==> config.mk <==
export PLATFORM = sky130hd
export DESIGN_NAME = backslash_escape_decoder_flat
export DESIGN_NICKNAME = d
export VERILOG_FILES = /design/src/rtl/bed_pkg.sv /design/src/rtl/bed_char_if.sv /design/src/rtl/bed_byte_if.sv /design/src/rtl/bed_decode.sv /design/src/rtl/bed_out_buf.sv /design/src/rtl/backslash_escape_decoder.sv /design/src/flat_wrapper.sv
export SDC_FILE = /design/constraint.sdc
export NUM_CORES = 1
export LEC_CHECK = 0
export ABC_AREA = 0
export BUFFER_PORTS_ARGS = -buffer_cell sky130_fd_sc_hd__clkbuf_2
export CORE_MARGIN = 5
export CORE_UTILIZATION = 63
export DETAILED_ROUTE_END_ITERATION = 10
export MAX_ROUTING_LAYER = met4
export PLACE_DENSITY_LB_ADDON = 0.2
export SLEW_MARGIN = 20
export SYNTH_ARGS = -nofsm -noshare
export SYNTH_HDL_FRONTEND = slang
export SYNTH_SLANG_ARGS = --single-unit
==> constraint.sdc <==
create_clock -name clk -period 5.65 [get_ports clk]
set_input_delay 0.8475 -clock clk [delete_from_list [all_inputs] [get_ports clk]]
set_output_delay 0.8475 -clock clk [all_outputs]
set_load 0.1 [all_outputs]
==> src/rtl/bed_pkg.sv <==
// ----------------------------------------------------------------------------
// bed_pkg
// Shared types, character codes and the hex digit lookup for the backslash
// escape decoder.
// ----------------------------------------------------------------------------
`default_nettype none

package bed_pkg;

  localparam logic [7:0] CH_BACKSLASH = 8'h5C;
  localparam logic [7:0] CH_X         = 8'h78;
  localparam logic [7:0] CH_ZERO      = 8'h30;
  localparam logic [7:0] CH_N         = 8'h6E;
  localparam logic [7:0] CH_R         = 8'h72;
  localparam logic [7:0] CH_T         = 8'h74;

  localparam logic [7:0] BYTE_NUL = 8'h00;
  localparam logic [7:0] BYTE_LF  = 8'h0A;
  localparam logic [7:0] BYTE_CR  = 8'h0D;
  localparam logic [7:0] BYTE_TAB = 8'h09;

  localparam int unsigned GROUP_MAX = 3;

  typedef enum logic [1:0] {
    PH_TEXT = 2'd0,
    PH_ESC  = 2'd1,
    PH_HEX1 = 2'd2,
    PH_HEX2 = 2'd3
  } phase_t;

  // bytes produced by one character, emitted from index 0 up
  typedef struct packed {
    logic [GROUP_MAX-1:0][7:0] data;
    logic [1:0]                count;
    logic                      last;   // applies to the final byte of the group
  } group_t;

  typedef struct packed {
    logic       ok;
    logic [3:0] value;
  } hex_t;

  function automatic hex_t hex_decode(logic [7:0] c);
    hex_t h;
    h.ok    = 1'b1;
    h.value = 4'd0;
    if (c >= 8'h30 && c <= 8'h39) begin
      h.value = c[3:0];
    end else if ((c >= 8'h61 && c <= 8'h66) || (c >= 8'h41 && c <= 8'h46)) begin
      h.value = c[3:0] + 4'd9;
    end else begin
      h.ok = 1'b0;
    end
    return h;
  endfunction

endpackage

`default_nettype wire

==> src/rtl/bed_char_if.sv <==
// ----------------------------------------------------------------------------
// bed_char_if
// Character stream channel: valid/ready with one escaped character.
// ----------------------------------------------------------------------------
`default_nettype none

interface bed_char_if;
  logic       valid;
  logic       ready;
  logic [7:0] ch;
  logic       final_char;

  modport source (output valid, ch, final_char, input ready);
  modport sink   (input valid, ch, final_char, output ready);
endinterface

`default_nettype wire

==> src/rtl/bed_byte_if.sv <==
// ----------------------------------------------------------------------------
// bed_byte_if
// Decoded byte channel: valid/ready with one byte and its last flag.
// ----------------------------------------------------------------------------
`default_nettype none

interface bed_byte_if;
  logic       valid;
  logic       ready;
  logic [7:0] out_byte;
  logic       out_last;

  modport source (output valid, out_byte, out_last, input ready);
  modport sink   (input valid, out_byte, out_last, output ready);
endinterface

`default_nettype wire

==> src/rtl/bed_decode.sv <==
// ----------------------------------------------------------------------------
// bed_decode
// Escape decoding for one character: from the current phase and held digit,
// gives the group of output bytes and the next phase and held digit.
// ----------------------------------------------------------------------------
`default_nettype none

module bed_decode
  import bed_pkg::*;
(
  input  phase_t     phase,
  input  logic [3:0] held,
  input  logic [7:0] ch,
  input  logic       final_char,
  output group_t     group,
  output phase_t     phase_next,
  output logic [3:0] held_next
);

  hex_t       hx;
  logic [7:0] mapped;

  assign hx = hex_decode(ch);

  always_comb begin
    case (ch)
      CH_ZERO: mapped = BYTE_NUL;
      CH_N:    mapped = BYTE_LF;
      CH_R:    mapped = BYTE_CR;
      CH_T:    mapped = BYTE_TAB;
      default: mapped = ch;
    endcase
  end

  always_comb begin
    group.data  = '0;
    group.count = 2'd0;
    group.last  = 1'b0;
    phase_next  = PH_TEXT;
    held_next   = held;
    unique case (phase)
      PH_TEXT: begin
        if (ch == CH_BACKSLASH && !final_char) begin
          phase_next = PH_ESC;
        end else begin
          group.data[0] = ch;
          group.count   = 2'd1;
          group.last    = final_char;
        end
      end
      PH_ESC: begin
        if (ch == CH_X && !final_char) begin
          phase_next = PH_HEX1;
        end else begin
          group.data[0] = mapped;
          group.count   = 2'd1;
          group.last    = final_char;
        end
      end
      PH_HEX1: begin
        if (final_char) begin
          group.data[0] = CH_X;
          group.data[1] = ch;
          group.count   = 2'd2;
          group.last    = 1'b1;
        end else if (hx.ok) begin
          held_next  = hx.value;
          phase_next = PH_HEX2;
        end else begin
          // failed parse: backslash, x, ch; a backslash ch opens an escape
          group.data[0] = CH_BACKSLASH;
          group.data[1] = CH_X;
          group.data[2] = ch;
          if (ch == CH_BACKSLASH) begin
            group.count = 2'd2;
            phase_next  = PH_ESC;
          end else begin
            group.count = 2'd3;
          end
        end
      end
      PH_HEX2: begin
        group.data[0] = hx.ok ? {held, hx.value} : {4'd0, held};
        group.count   = 2'd1;
        group.last    = final_char;
      end
      default: begin
        phase_next = PH_TEXT;
      end
    endcase
  end

endmodule

`default_nettype wire

==> src/rtl/bed_out_buf.sv <==
// ----------------------------------------------------------------------------
// bed_out_buf
// Result register: holds one group of decoded bytes, handed out one per
// cycle while ready. A new group loads when empty or as the last byte leaves.
// ----------------------------------------------------------------------------
`default_nettype none

module bed_out_buf
  import bed_pkg::*;
(
  input  logic          clk,
  input  logic          rst,
  input  logic          load,
  input  group_t        group,
  output logic          can_load,
  bed_byte_if.source    bytes
);

  logic [GROUP_MAX-1:0][7:0] data;
  logic [1:0]                remaining;
  logic [1:0]                pos;
  logic                      last;
  logic                      take;

  assign take     = bytes.valid && bytes.ready;
  assign can_load = (remaining == 2'd0) || (remaining == 2'd1 && bytes.ready);

  assign bytes.valid    = (remaining != 2'd0);
  assign bytes.out_byte = data[pos];
  assign bytes.out_last = last && (remaining == 2'd1);

  always_ff @(posedge clk) begin
    if (rst) begin
      remaining <= 2'd0;
      pos       <= 2'd0;
    end else if (load) begin
      remaining <= group.count;
      pos       <= 2'd0;
    end else if (take) begin
      remaining <= remaining - 2'd1;
      pos       <= pos + 2'd1;
    end
  end

  always_ff @(posedge clk) begin
    if (load) begin
      data <= group.data;
      last <= group.last;
    end
  end

endmodule

`default_nettype wire

==> src/rtl/backslash_escape_decoder.sv <==
// ----------------------------------------------------------------------------
// backslash_escape_decoder
// Decodes C style backslash escapes in a character stream into bytes.
//
//   channel  role    payload
//   chars    sink    ch[7:0], final_char
//   bytes    source  out_byte[7:0], out_last
//
// One character enters per cycle into the input register; the decoder sits
// between it and the result register. A character yields zero to three bytes,
// which leave at one byte per cycle while ready, so the input takes one
// character a cycle unless a two or three byte group is still draining or
// bytes.ready is low. Reset returns to plain text with both registers empty.
// ----------------------------------------------------------------------------
`default_nettype none

module backslash_escape_decoder
  import bed_pkg::*;
(
  input  logic       clk,
  input  logic       rst,
  bed_char_if.sink   chars,
  bed_byte_if.source bytes
);

  logic       in_full;
  logic [7:0] in_ch;
  logic       in_fin;

  phase_t     phase;
  phase_t     phase_next;
  logic [3:0] held;
  logic [3:0] held_next;

  group_t     group;
  logic       can_load;
  logic       load;

  assign load        = in_full && can_load;
  assign chars.ready = !in_full || load;

  always_ff @(posedge clk) begin
    if (rst) begin
      in_full <= 1'b0;
    end else if (chars.valid && chars.ready) begin
      in_full <= 1'b1;
    end else if (load) begin
      in_full <= 1'b0;
    end
  end

  always_ff @(posedge clk) begin
    if (chars.valid && chars.ready) begin
      in_ch  <= chars.ch;
      in_fin <= chars.final_char;
    end
  end

  always_ff @(posedge clk) begin
    if (rst) begin
      phase <= PH_TEXT;
      held  <= 4'd0;
    end else if (load) begin
      phase <= phase_next;
      held  <= held_next;
    end
  end

  bed_decode u_decode (
    .phase      (phase),
    .held       (held),
    .ch         (in_ch),
    .final_char (in_fin),
    .group      (group),
    .phase_next (phase_next),
    .held_next  (held_next)
  );

  bed_out_buf u_out_buf (
    .clk      (clk),
    .rst      (rst),
    .load     (load),
    .group    (group),
    .can_load (can_load),
    .bytes    (bytes)
  );

endmodule

`default_nettype wire
==> src/flat_wrapper.sv <==
// flat-port wrapper written by rule: the top's interface ports become plain ports
module backslash_escape_decoder_flat import bed_pkg::*;
  (clk, rst, chars_valid, chars_ch, chars_final_char, chars_ready, bytes_valid, bytes_out_byte, bytes_out_last, bytes_ready);
  bed_char_if chars_i ();
  bed_byte_if bytes_i ();
  input  logic clk;
  input  logic rst;
  input wire logic [$bits(chars_i.valid)-1:0] chars_valid;
  input wire logic [$bits(chars_i.ch)-1:0] chars_ch;
  input wire logic [$bits(chars_i.final_char)-1:0] chars_final_char;
  output wire logic [$bits(chars_i.ready)-1:0] chars_ready;
  output wire logic [$bits(bytes_i.valid)-1:0] bytes_valid;
  output wire logic [$bits(bytes_i.out_byte)-1:0] bytes_out_byte;
  output wire logic [$bits(bytes_i.out_last)-1:0] bytes_out_last;
  input wire logic [$bits(bytes_i.ready)-1:0] bytes_ready;
  assign chars_i.valid = chars_valid;
  assign chars_i.ch = chars_ch;
  assign chars_i.final_char = chars_final_char;
  assign chars_ready = chars_i.ready;
  assign bytes_valid = bytes_i.valid;
  assign bytes_out_byte = bytes_i.out_byte;
  assign bytes_out_last = bytes_i.out_last;
  assign bytes_i.ready = bytes_ready;
  backslash_escape_decoder u_core (.clk(clk), .rst(rst), .chars(chars_i), .bytes(bytes_i));
endmodule
# Yosys cells after proc, flatten, opt, wreduce, memory -nomap -nowiden
# Index checks and enable logic that the tools add are counted.
dict set report word_totals {
  word_cells 81
  output_inout_bits 11
  memories 0
  latchBits 0
  ramBits 0
  register_bits 45
  romBits 0
}
dict set report op_classes {
  reduce_logical 23
  bitwise_logic 2
  order_cmp 7
  add_sub_neg 3
  muxes 25
  div_mod_pow 0
  shifts 0
  n_mul 0
  eq_ne 10
}
# operator n
set op_table {}
lappend op_table {{11-bit one-hot mux with 4 select lines} 1}
lappend op_table {{8-bit by 7-bit equality test with 1-bit output, second input constant} 5}
lappend op_table {{8-bit one-hot mux with 4 select lines} 1}
lappend op_table {{11-bit 2-to-1 mux} 2}
lappend op_table {{18-bit 2-to-1 mux} 1}
lappend op_table {{17-bit 2-to-1 mux} 1}
lappend op_table {{8-bit binary-select mux with 2-bit select} 1}
lappend op_table {{8-bit by 7-bit greater-or-equal comparator with 1-bit output, second input constant} 2}
lappend op_table {{8-bit by 7-bit less-or-equal comparator with 1-bit output, second input constant} 2}
lappend op_table {{8-bit 2-to-1 mux} 2}
lappend op_table {{1-bit logical AND} 10}
lappend op_table {{2-bit 2-to-1 mux} 5}
lappend op_table {{8-bit by 6-bit equality test with 1-bit output, second input constant} 1}
lappend op_table {{8-bit by 6-bit greater-or-equal comparator with 1-bit output, second input constant} 1}
lappend op_table {{8-bit by 6-bit less-or-equal comparator with 1-bit output, second input constant} 1}
lappend op_table {{1-bit 2-to-1 mux} 8}
lappend op_table {{4-bit 2-to-1 mux} 2}
lappend op_table {{2-bit one-hot mux with 3 select lines} 1}
lappend op_table {{2-bit nonzero test} 3}
lappend op_table {{4-bit adder, second input constant} 1}
lappend op_table {{2-bit by 1-bit equality test with 1-bit output, second input constant} 2}
lappend op_table {{2-bit equality test, second input constant} 2}
lappend op_table {{2-bit logical NOT} 2}
lappend op_table {{4-bit AND reduction} 1}
lappend op_table {{8 further kinds} 12}

# Depth between registers and ports, before layout
# Gate-level depths: netlist of run 1.
dict set report depth {
  ltp_word 9
  depth_mapped 9
  mapped_depth_nobuf 7
}

# By module
# Synthesis of run 1 repeated with hierarchy kept, for this count alone.
dict set report hier_totals {
  hier_cells 240
  hier_area_um2 2541.2
}
# mod instances cells_per_inst area_per_inst_um2
set by_module_without_submodules {}
lappend by_module_without_submodules {bed_out_buf 1 80 1152.4}
lappend by_module_without_submodules {bed_decode 1 119 808.3}
lappend by_module_without_submodules {backslash_escape_decoder 1 41 580.6}

# Worst setup path after synthesis of run 1
# Ideal clock, no wire load.
dict set report synth_timing {
  path_type {register to output}
  start {register u_core.u_out_buf.pos[0]}
  end {output bytes_out_byte[0]}
  n_path_buf 1
  arrival_time_ns 2.987
  path_slack_ns 1.816
  stages_incl_launch_ff 4
  cell_sequence {dfxtp_1 -> clkbuf_1 -> mux2i_1 -> o21ai_0}
}
dict set report synth_via {
  elab_chain_cells 2
}
# item line_no
set synth_rtl {}
lappend synth_rtl {{start, declared} bed_out_buf.sv:21} ;# logic [1:0] pos;
lappend synth_rtl {{start signal, assigned} bed_out_buf.sv:41} ;# pos <= pos + 2'd1;
lappend synth_rtl {{8-bit binary-select mux with 2-bit select} bed_out_buf.sv:29} ;# assign bytes.out_byte = data[pos];
lappend synth_rtl {{8-bit 2-to-1 mux (not written as such)} bed_out_buf.sv:29}
lappend synth_rtl {{end, declared} flat_wrapper.sv:13} ;# output wire logic [$bits(bytes_i.out_byte)-1:0] bytes_out_byte;
# Every way passes these cells. The select of a mux whose other input is x is not followed.

==> out/metrics.csv, run 1 <==
stage,metric,value,unit
floorplan,Placeable Area,3740,sq um
power,P_leak,1.00,nW
clocking,clk sinks,45,
global_routing,initial antenna violation count,0,
sta,skew final,0.00541,ns
detailed_routing,Routed Antenna Nets,0,
finish,"commonest non-fill, non-tap cell in the layout",edfxtp_1,
global_routing,pin count of the biggest net entering global routing,32,
synthesis,"Seq/Total Area, Yosys",0.498,
global_routing,GRT overflow,0,
clocking,H-tree levels,2,
detailed_routing,Routed WL,5400,microns
detailed_routing,drt wl/cell,17.5,microns
detailed_routing,Initial DRC Count,164,
clocking,CTS Buf Count,5,
clocking,postcts setup bufs,0,
detailed_routing,Vias,1921,
floorplan,die height,72.9,microns
global_routing,gr usage total,0.234,
global_routing,first-pass GRT wire length,9250,microns
place,number of port buffers,23,
flow_run,maxcap violations,0,
detailed_routing,metal3 WL,434,microns
sta,worst slew pin tran,1.04,ns
finish,Area Growth Syn to Fin,9.38,%
power,pwr/cell area,377,nW/um^2
synthesis,yosys warns,0,
floorplan,Die Wd,72.9,microns
place,RePlAce Congestion,0.921,
detailed_routing,via density per instance,6.24,
clocking,CTS root buf,clkbuf_8,
clocking,"Clk pin slew, worst setup/hold paths",0.08,ns
sta,Fmax,332,MHz
synthesis,Gate Count Post-Synth,242,
finish,final instance area,2730,sq um
place,DP Wirelength,3760,microns
sta,max-slew violation count,0,
synthesis,Synth Flop Type,edfxtp_1,
min_path,WHS Path Cells,2,
clocking,post-CTS sizing,0,
finish,most frequent cells in the layout,"34 x edfxtp_1, 23 x clkbuf_2, 18 x nand2_1",
global_routing,vias in the first global route,1856,
setup_path,Critical Path AT,3.06,ns
finish,Ant. Diodes,0,
detailed_routing,top layer in use,met4,
setup_path,R2R depth,7,
sta,final worst path period share,0.533,
clocking,hold_buf cts,0,
floorplan,die area,5320,sq um
clocking,Worst-Skew Late Latency,0.30,ns
detailed_routing,Met2 Wirelength,2570,microns
clocking,TritonCTS clock tree,done,
synthesis,post-synthesis cell area,2490,sq um
sta,"Setup violations, final",0,
setup_path,crit end category,register,
min_path,Min-Delay Path Class,reg -> reg,
synthesis,Post-synth EDFFs,34,
finish,fillers,274,
outcome,status,completed,
sta,setup TNS,0,ns
sta,fin crit period,3.01,ns
sta,Final Hold Fails,0,
synthesis,syn_area_per_cell,10.3,sq um
floorplan,Ports,24,
synthesis,syn nets,261,
floorplan,Placement Rows,22,
detailed_routing,DR DRC count,0,
synthesis,"flops & latches, synth",45,
setup_path,critical path class,reg -> reg,
place,placed cell areas,2610,sq um
detailed_routing,Met1 Wirelength,2290,microns
synthesis,"FFs w/ async S/R, synth",0,
floorplan,Starting Density,0.666,
setup_path,CP Max Fanout,16,
detailed_routing,Initial DRT Pass Iterations,4,
setup_path,CP Launch Type,register,
power,Worst VDD drop,0.273,mV
finish,fraction of layout cells with a size suffix above 1,0.150,
synthesis,Synth cell types,55,
setup_path,Worst EP required,5.70,ns
sta,RSZ-0062 raised after global routing,no,
clocking,Max Root-Sink Buffers,2,
sta,Max-slew headroom,0.306,
finish,fin nets,278,
[per-layer routing]
layer / global-route usage / up-vias
met3: 0.0317 / 14
met5: - / -
li1: - / 946
met4: 0.0881 / 0
met2: 0.358 / 79
met1: 0.317 / 882
[flip-flops by register name (all words and copies together), names as in the netlist]
signal	count
u_core.u_out_buf.pos	2
u_core.phase	2
u_core.in_fin	1
u_core.u_out_buf.last	1
u_core.u_out_buf.data	24
u_core.u_out_buf.remaining	2
u_core.held	4
u_core.in_ch	8
u_core.in_full	1
[report_power, final]
| part | leakage (nW) | internal (mW) | total [mW] | switching [mW] |
|---|---|---|---|---|
| logic | 0.530 | 0.0720 | 0.331 | 0.259 |
| registers | 0.413 | 0.403 | 0.446 | 0.0429 |
| clock network | 0.0574 | 0.144 | 0.251 | 0.108 |
[cells in the mapped netlist, types with 4 or more instances]
library cell	count	area share
mux2i_1	9	0.036
nand2b_1	5	0.013
ha_1	6	0.030
nand3_1	4	0.0080
o21ai_0	15	0.030
o21ai_1	4	0.0080
nand2_1	18	0.027
a21oi_1	12	0.024
or3_1	4	0.010
and3_1	4	0.010
nor2_1	13	0.020
clkbuf_1	10	0.015
dfxtp_1	11	0.088
nor4_1	8	0.020
nor2b_1	4	0.010
nor3_1	12	0.024
and2_1	7	0.018
inv_1	12	0.018
edfxtp_1	34	0.41
[critical path: stages (launching register included)]
cell and delay, ns:
edfxtp_1 0.65, inv_1 0.16, ha_1 0.30, nor3b_1 0.17, nor4_2 0.29, a21o_1 0.51, mux2_1 0.37, a211o_1 0.30
[path summary, 6_finish.rpt]
check	from	endpoint	slack [ns]
hold reg to reg	u_core.u_out_buf.remaining[1]	u_core.u_out_buf.remaining[1]	0.54
hold / removal	u_core.u_out_buf.remaining[1]	u_core.u_out_buf.remaining[1]	0.54
setup / recovery	u_core.in_ch[0]	u_core.u_out_buf.data[2]	2.64
setup reg to reg	u_core.in_ch[0]	u_core.u_out_buf.data[2]	2.64
[cell type report]
type	count	area (sq um)	area share
inverters	12	45.0	0.0165
well taps	48	60.1	0.0220
clock inverters	2	37.5	0.0138
repair buffers	23	115	0.0422
multi-input cells	172	1150	0.420
flip-flops and latches	45	1240	0.455
clock buffers	6	82.6	0.0303
[per-stage QoR]
step,hold slack [ns],utilization,setup slack (ns),cells,total power [mW]
finish,0.540,0.729,2.64,308,1.03
global route,0.576,0.729,2.43,308,1.07
CTS,0.539,0.729,2.69,308,1.03
detailed placement,0.526,0.697,2.70,300,0.783
global placement,0.492,0.697,2.77,300,0.778
floorplan,0.478,-,1.82,242,0.727
[logic make-up (layout without fill, tap and decap cells)]
logic type / Yosys count / after routing / synth area share
buffers and inverters: 25 / 43 / 0.0426
multiplexers: 11 / 11 / 0.0452
flip-flops: 45 / 45 / 0.498
AO/OA/AOI/OAI: 63 / 63 / 0.177
AND/OR/NAND/NOR: 90 / 90 / 0.200
XOR/XNOR: 2 / 2 / 0.00703
adder cells (fa/ha/maj): 6 / 6 / 0.0301
Note: power is estimated with default switching activity, not from simulation.
==> inputs of run 2 (changes only) <==
Settings changed: CORE_UTILIZATION 63 to 53.
Clock period 5.65 ns to 2.6 ns, I/O delays scaled along.
==> run 2 against run 1 <==
  * Die area up 16%
  * Worst hold slack lost 0.28 ns
  * Combinational power increased by 140%
  * Power is 110% higher
  * Critical endpoint is now u_core.u_out_buf.data[6]
  * Sequential power increased by 110%
  * Clock power is 73% higher
==> out/metrics.csv, run 2 (synthesis gave the netlist of run 1 again) <==
stage,metric,value,unit,change
sta,final worst path period share,0.888,,+0.355
finish,fin cells,327,,+6.2%
setup_path,CP Max Fanout,9,,-7
clocking,Max Root-Sink Buffers,2,,unchanged
detailed_routing,Vias,1999,,+4.1%
finish,Util after Layout,0.612,,-0.117
floorplan,Die Wd,78.6,microns,+7.8%
clocking,post-CTS sizing,0,,unchanged
sta,skew final,0.00913,ns,+0.00371 ns
sta,"Setup violations, final",0,,unchanged
detailed_routing,Routed WL,5650,microns,+4.6%
clocking,H-tree levels,2,,unchanged
clocking,TritonCTS clock tree,done,,
detailed_routing,Initial DRT Pass Iterations,4,,unchanged
detailed_routing,Routed Antenna Nets,0,,unchanged
floorplan,Starting Density,0.539,,-0.127
setup_path,CP Launch Type,register,,
setup_path,flop-to-flop setup slack,0.29,ns,-2.35 ns
finish,Largest register FFs,24,,unchanged
global_routing,vias in the first global route,1886,,+1.6%
setup_path,crit end category,register,,
finish,fin nets,291,,+4.7%
power,P_leak,1.07,nW,+6.6%
outcome,status,completed,,
place,DP Wirelength,4110,microns,+9.3%
clocking,CTS root buf,clkbuf_8,,
detailed_routing,DR DRC count,0,,unchanged
place,number of port buffers,23,,unchanged
floorplan,die area,6180,sq um,+16%
place,placed cell areas,2740,sq um,+5.2%
clocking,"Clk pin slew, worst setup/hold paths",0.08,ns,about the same
global_routing,GRT overflow,0,,unchanged
global_routing,initial antenna violation count,0,,unchanged
clocking,postcts setup bufs,0,,unchanged
place,RePlAce Congestion,0.930,,+1.0%
clocking,Worst-Skew Late Latency,0.30,ns,about the same
detailed_routing,Initial DRC Count,200,,+22%
floorplan,Placement Rows,25,,+14%
global_routing,gr usage total,0.204,,-0.0297
setup_path,WP buf/inv,1,,unchanged
floorplan,Placeable Area,4630,sq um,+24%
min_path,Min-Delay Path Class,in -> reg,,
finish,Largest regs,"u_core.u_out_buf.data x24, u_core.in_ch x8, u_core.held x4",,
flow_run,maxcap violations,0,,unchanged
setup_path,top cell family by delay on the critical path,compound AO/OA/AOI/OAI gates,,
finish,Ant. Diodes,0,,unchanged
clocking,hold_buf cts,0,,unchanged
setup_path,critical path's largest stage delay,0.41,ns,-0.24 ns
clocking,clk sinks,45,,unchanged
floorplan,Ports,24,,unchanged
detailed_routing,drt wl/cell,17.3,microns,-1.5%
power,pwr/cell area,765,nW/um^2,+100%
sta,worst slew pin tran,0.545,ns,-0.495 ns
setup_path,Worst EP required,2.65,ns,-3.05 ns
clocking,CTS Buf Count,5,,unchanged
sta,Fmax,433,MHz,+30%
finish,most frequent cells in the layout,"34 x edfxtp_1, 23 x clkbuf_2, 18 x nand2_1",,
setup_path,"Slowest-stage cell, CP",a21oi_2,,
finish,Area Growth Syn to Fin,13.6,%,
sta,Final Hold Fails,0,,unchanged
finish,"Most flops, register",u_core.u_out_buf.data,,
detailed_routing,via density per instance,6.11,,-2.0%
global_routing,first-pass GRT wire length,9500,microns,+2.8%
sta,setup TNS,0,ns,unchanged
setup_path,crit path cell chain,buf_4 -> ha_1 -> nand2_1 -> o2111ai_1 -> a21oi_2 -> nor2_1 -> a221o_1,,
place,Post-Place Cells,319,,+6.3%
setup_path,critical path class,reg -> reg,,
global_routing,pin count of the biggest net entering global routing,30,,-6.3%
power,Worst VDD drop,0.452,mV,+66%
sta,max-slew violation count,0,,unchanged
setup_path,Critical Path AT,2.36,ns,-0.70 ns
sta,Max-slew headroom,0.638,,+0.332
floorplan,die height,78.6,microns,+7.8%
finish,fraction of layout cells with a size suffix above 1,0.220,,+0.0698
sta,fin crit period,2.31,ns,-0.702 ns
sta,RSZ-0062 raised after global routing,no,,
finish,"commonest non-fill, non-tap cell in the layout",edfxtp_1,,
finish,final instance area,2830,sq um,+3.9%
==> run 2: changes by cell type in the layout (fill, tap and decap cells not counted), sizes merged <==
| cell | previous run | this run |
|---|---|---|
| clkinv | 0 | 1 |
| clkbuf | 29 | 28 |
| buf | 0 | 13 |
| inv | 12 | 13 |
| bufinv | 1 | 0 |
==> run 2: metrics by stage <==
| step | power [mW] | worst slack (ns) | hold slack, ns |
|---|---|---|---|
| finish | 2.17 | 0.292 | 0.264 |
| global route | 2.28 | 0.107 | 0.253 |
| CTS | 2.18 | 0.312 | 0.260 |
| detailed placement | 1.75 | 0.331 | 0.540 |
| global placement | 1.75 | 0.286 | 0.492 |
| floorplan | 1.60 | 0.0681 | 0.478 |
==> run 2: worst paths after layout <==
kind | start | end | cells past startpoint
setup reg to reg | u_core.in_ch[1] | u_core.u_out_buf.data[6] | 7
setup / recovery | u_core.in_ch[1] | u_core.u_out_buf.data[6] | 7
hold / removal | chars_ch[2] | u_core.in_ch[2] | 1
hold reg to reg | u_core.u_out_buf.remaining[1] | u_core.u_out_buf.remaining[1] | 2
==> run 2: area by class of cell <==
| cell class | instances | area (sq um) |
|---|---|---|
| multi-input cells | 172 | 1180 |
| inverters | 12 | 45.0 |
| repair buffers | 36 | 213 |
| well taps | 54 | 67.6 |
| clock inverters | 3 | 21.3 |
| fillers | 402 | 1800 |
| clock buffers | 5 | 68.8 |
| flip-flops and latches | 45 | 1240 |
==> run 2: report_power, final <==
part           leakage (nW)  internal [mW]  switching, mW
registers             0.413          0.873         0.0568
clock network        0.0445          0.191          0.244
logic                 0.608          0.186          0.617
total                  1.07           1.25          0.918
==> run 2: per-layer routing <==
| layer | vias up | GRT usage | wire length (microns) |
|---|---|---|---|
| li1 | 973 | - | - |
| met1 | 949 | 0.261 | 2450 |
| met2 | 67 | 0.323 | 2720 |
| met3 | 10 | 0.0424 | 385 |
| met4 | 0 | 0.0682 | 96 |
| met5 | - | - | 0 |
==> inputs of run 3 (changes only) <==
Settings changed: REMOVE_ABC_BUFFERS set to 1.
==> run 3 against run 2 <==
  * Critical path depth unchanged
  * First-iteration DRC count fell by 25%
  * Clock power barely moved
  * Register-to-register slack about the same
  * Worst hold slack lost 0.0018 ns
  * Clock skew fell by 0.0047 ns
  * Sequential cell count unchanged
==> out/metrics.csv, run 3 (synthesis gave the netlist of run 1 again) <==
stage,metric,value,unit,change
min_path,HP Start,chars_final_char,,
global_routing,first-pass GRT wire length,9150,microns,-3.7%
place,number of port buffers,23,,unchanged
finish,Largest register FFs,24,,unchanged
clocking,"Clk pin slew, worst setup/hold paths",0.08,ns,about the same
sta,Final WS setup,0.305,ns,+0.0136 ns
min_path,WHS Path Cells,1,,unchanged
clocking,Worst-Skew Late Latency,0.30,ns,about the same
finish,Area Growth Syn to Fin,11.8,%,
clocking,Max Root-Sink Buffers,2,,unchanged
floorplan,Ports,24,,unchanged
sta,Final Hold Fails,0,,unchanged
place,Post-Place Cells,317,,-0.63%
floorplan,Placement Rows,25,,unchanged
detailed_routing,Initial DRT Pass Iterations,4,,unchanged
finish,"Most flops, register",u_core.u_out_buf.data,,
detailed_routing,Met1 Wirelength,2430,microns,-1.1%
power,P_leak,1.05,nW,-1.9%
sta,Max-slew headroom,0.518,,-0.121
clocking,hold_buf cts,0,,unchanged
clocking,H-tree levels,2,,unchanged
global_routing,pin count of the biggest net entering global routing,24,,-20%
setup_path,CP Max Fanout,15,,+6
global_routing,gr usage total,0.197,,-0.00718
setup_path,critical path's largest stage delay,0.38,ns,-0.03 ns
sta,"Setup violations, final",0,,unchanged
floorplan,die height,78.6,microns,unchanged
min_path,Hold EP,u_core.in_fin,,
detailed_routing,Initial DRC Count,150,,-25%
sta,max-slew violation count,0,,unchanged
detailed_routing,metal3 WL,303,microns,-21%
sta,worst hold slack,0.262,ns,-0.00177 ns
floorplan,die area,6180,sq um,unchanged
finish,Largest regs,"u_core.u_out_buf.data x24, u_core.in_ch x8, u_core.held x4",,
setup_path,CP Launch Type,register,,
setup_path,WP buf/inv,1,,unchanged
floorplan,Starting Density,0.539,,unchanged
clocking,postcts setup bufs,0,,unchanged
setup_path,flop-to-flop setup slack,0.31,ns,about the same
finish,most frequent cells in the layout,"34 x edfxtp_1, 23 x clkbuf_2, 18 x nand2_1",,
finish,fillers,409,,+1.7%
setup_path,R2R Path End,u_core.u_out_buf.data[6],,
setup_path,RR Startpoint,u_core.in_ch[0],,
finish,"commonest non-fill, non-tap cell in the layout",edfxtp_1,,
clocking,CTS root buf,clkbuf_8,,
setup_path,critical path class,reg -> reg,,
clocking,post-CTS sizing,0,,unchanged
finish,fraction of layout cells with a size suffix above 1,0.181,,-0.0390
setup_path,crit end category,register,,
sta,skew final,0.00441,ns,-0.00472 ns
power,pwr/cell area,768,nW/um^2,+0.41%
global_routing,initial antenna violation count,0,,unchanged
detailed_routing,DR DRC count,0,,unchanged
sta,final worst path period share,0.883,,-0.00524
detailed_routing,via density per instance,5.95,,-2.7%
clocking,TritonCTS clock tree,done,,
detailed_routing,top layer in use,met4,,
floorplan,Placeable Area,4630,sq um,unchanged
sta,RSZ-0062 raised after global routing,no,,
finish,fin nets,289,,-0.69%
detailed_routing,Routed Antenna Nets,0,,unchanged
detailed_routing,Vias,1933,,-3.3%
finish,fin cells,325,,-0.61%
setup_path,"Slowest-stage cell, CP",edfxtp_1,,
global_routing,GRT overflow,0,,unchanged
min_path,Min-Delay Path Class,in -> reg,,
place,RePlAce Congestion,1.05,,+13%
detailed_routing,Routed WL,5440,microns,-3.7%
detailed_routing,drt wl/cell,16.7,microns,-3.1%
clocking,clk sinks,45,,unchanged
place,Place WS,0.343,ns,+0.0114 ns
place,DP Wirelength,3960,microns,-3.6%
power,Final Total Pwr,2.14,mW,-1.1%
sta,Fmax,436,MHz,+0.59%
sta,fin crit period,2.29,ns,-0.0136 ns
place,placed cell areas,2700,sq um,-1.6%
floorplan,Die Wd,78.6,microns,unchanged
finish,Ant. Diodes,0,,unchanged
clocking,CTS Buf Count,5,,unchanged
detailed_routing,Met2 Wirelength,2600,microns,-4.5%
setup_path,R2R depth,7,,unchanged
flow_run,maxcap violations,0,,unchanged
setup_path,crit path cell chain,buf_4 -> ha_1 -> nor3b_1 -> nor4_2 -> a21oi_2 -> nor2_1 -> a221o_1,,
power,Worst VDD drop,0.412,mV,-8.7%
setup_path,top cell family by delay on the critical path,compound AO/OA/AOI/OAI gates,,
sta,worst slew pin tran,0.718,ns,+0.173 ns
sta,setup TNS,0,ns,unchanged
outcome,status,completed,,
setup_path,Critical Path AT,2.35,ns,about the same
global_routing,vias in the first global route,1811,,-4.0%
setup_path,Worst EP required,2.65,ns,about the same
finish,final instance area,2790,sq um,-1.5%
finish,Util after Layout,0.602,,-0.00946
-- run 3: worst max path at each step --
stage / cells after the start / endpoint / slack, ns / start
after floorplan: 2 / bytes_out_byte[0] / -0.62 / u_core.u_out_buf.pos[0]
after global placement: 5 / u_core.u_out_buf.data[2] / 0.37 / u_core.in_ch[7]
after detailed placement: 7 / u_core.u_out_buf.data[6] / 0.34 / u_core.in_ch[0]
after CTS: 7 / u_core.u_out_buf.data[6] / 0.32 / u_core.in_ch[0]
after global routing: 7 / u_core.u_out_buf.data[4] / 0.06 / u_core.in_ch[0]
final: 7 / u_core.u_out_buf.data[6] / 0.31 / u_core.in_ch[0]
-- run 3: power by group --
part,internal (mW),switching [mW],total [mW]
logic,0.174,0.604,0.778
registers,0.873,0.0565,0.929
clock network,0.211,0.225,0.435
total,1.26,0.886,2.14
-- run 3: layout make-up --
type / count / area, sq um / share of cell area
clock buffer: 6 / 82.6 / 0.0296
inverter: 12 / 45.0 / 0.0162
timing repair buffer: 34 / 198 / 0.0709
sequential: 45 / 1240 / 0.445
tap: 54 / 67.6 / 0.0242
clock inverter: 2 / 8.76 / 0.00314
multi-input combinational: 172 / 1150 / 0.411
-- run 3: layer usage --
| layer | global-route usage | vias up |
|---|---|---|
| met1 | 0.251 | 901 |
| met5 | - | - |
| li1 | - | 965 |
| met4 | 0.0717 | 0 |
| met3 | 0.0436 | 11 |
| met2 | 0.308 | 56 |
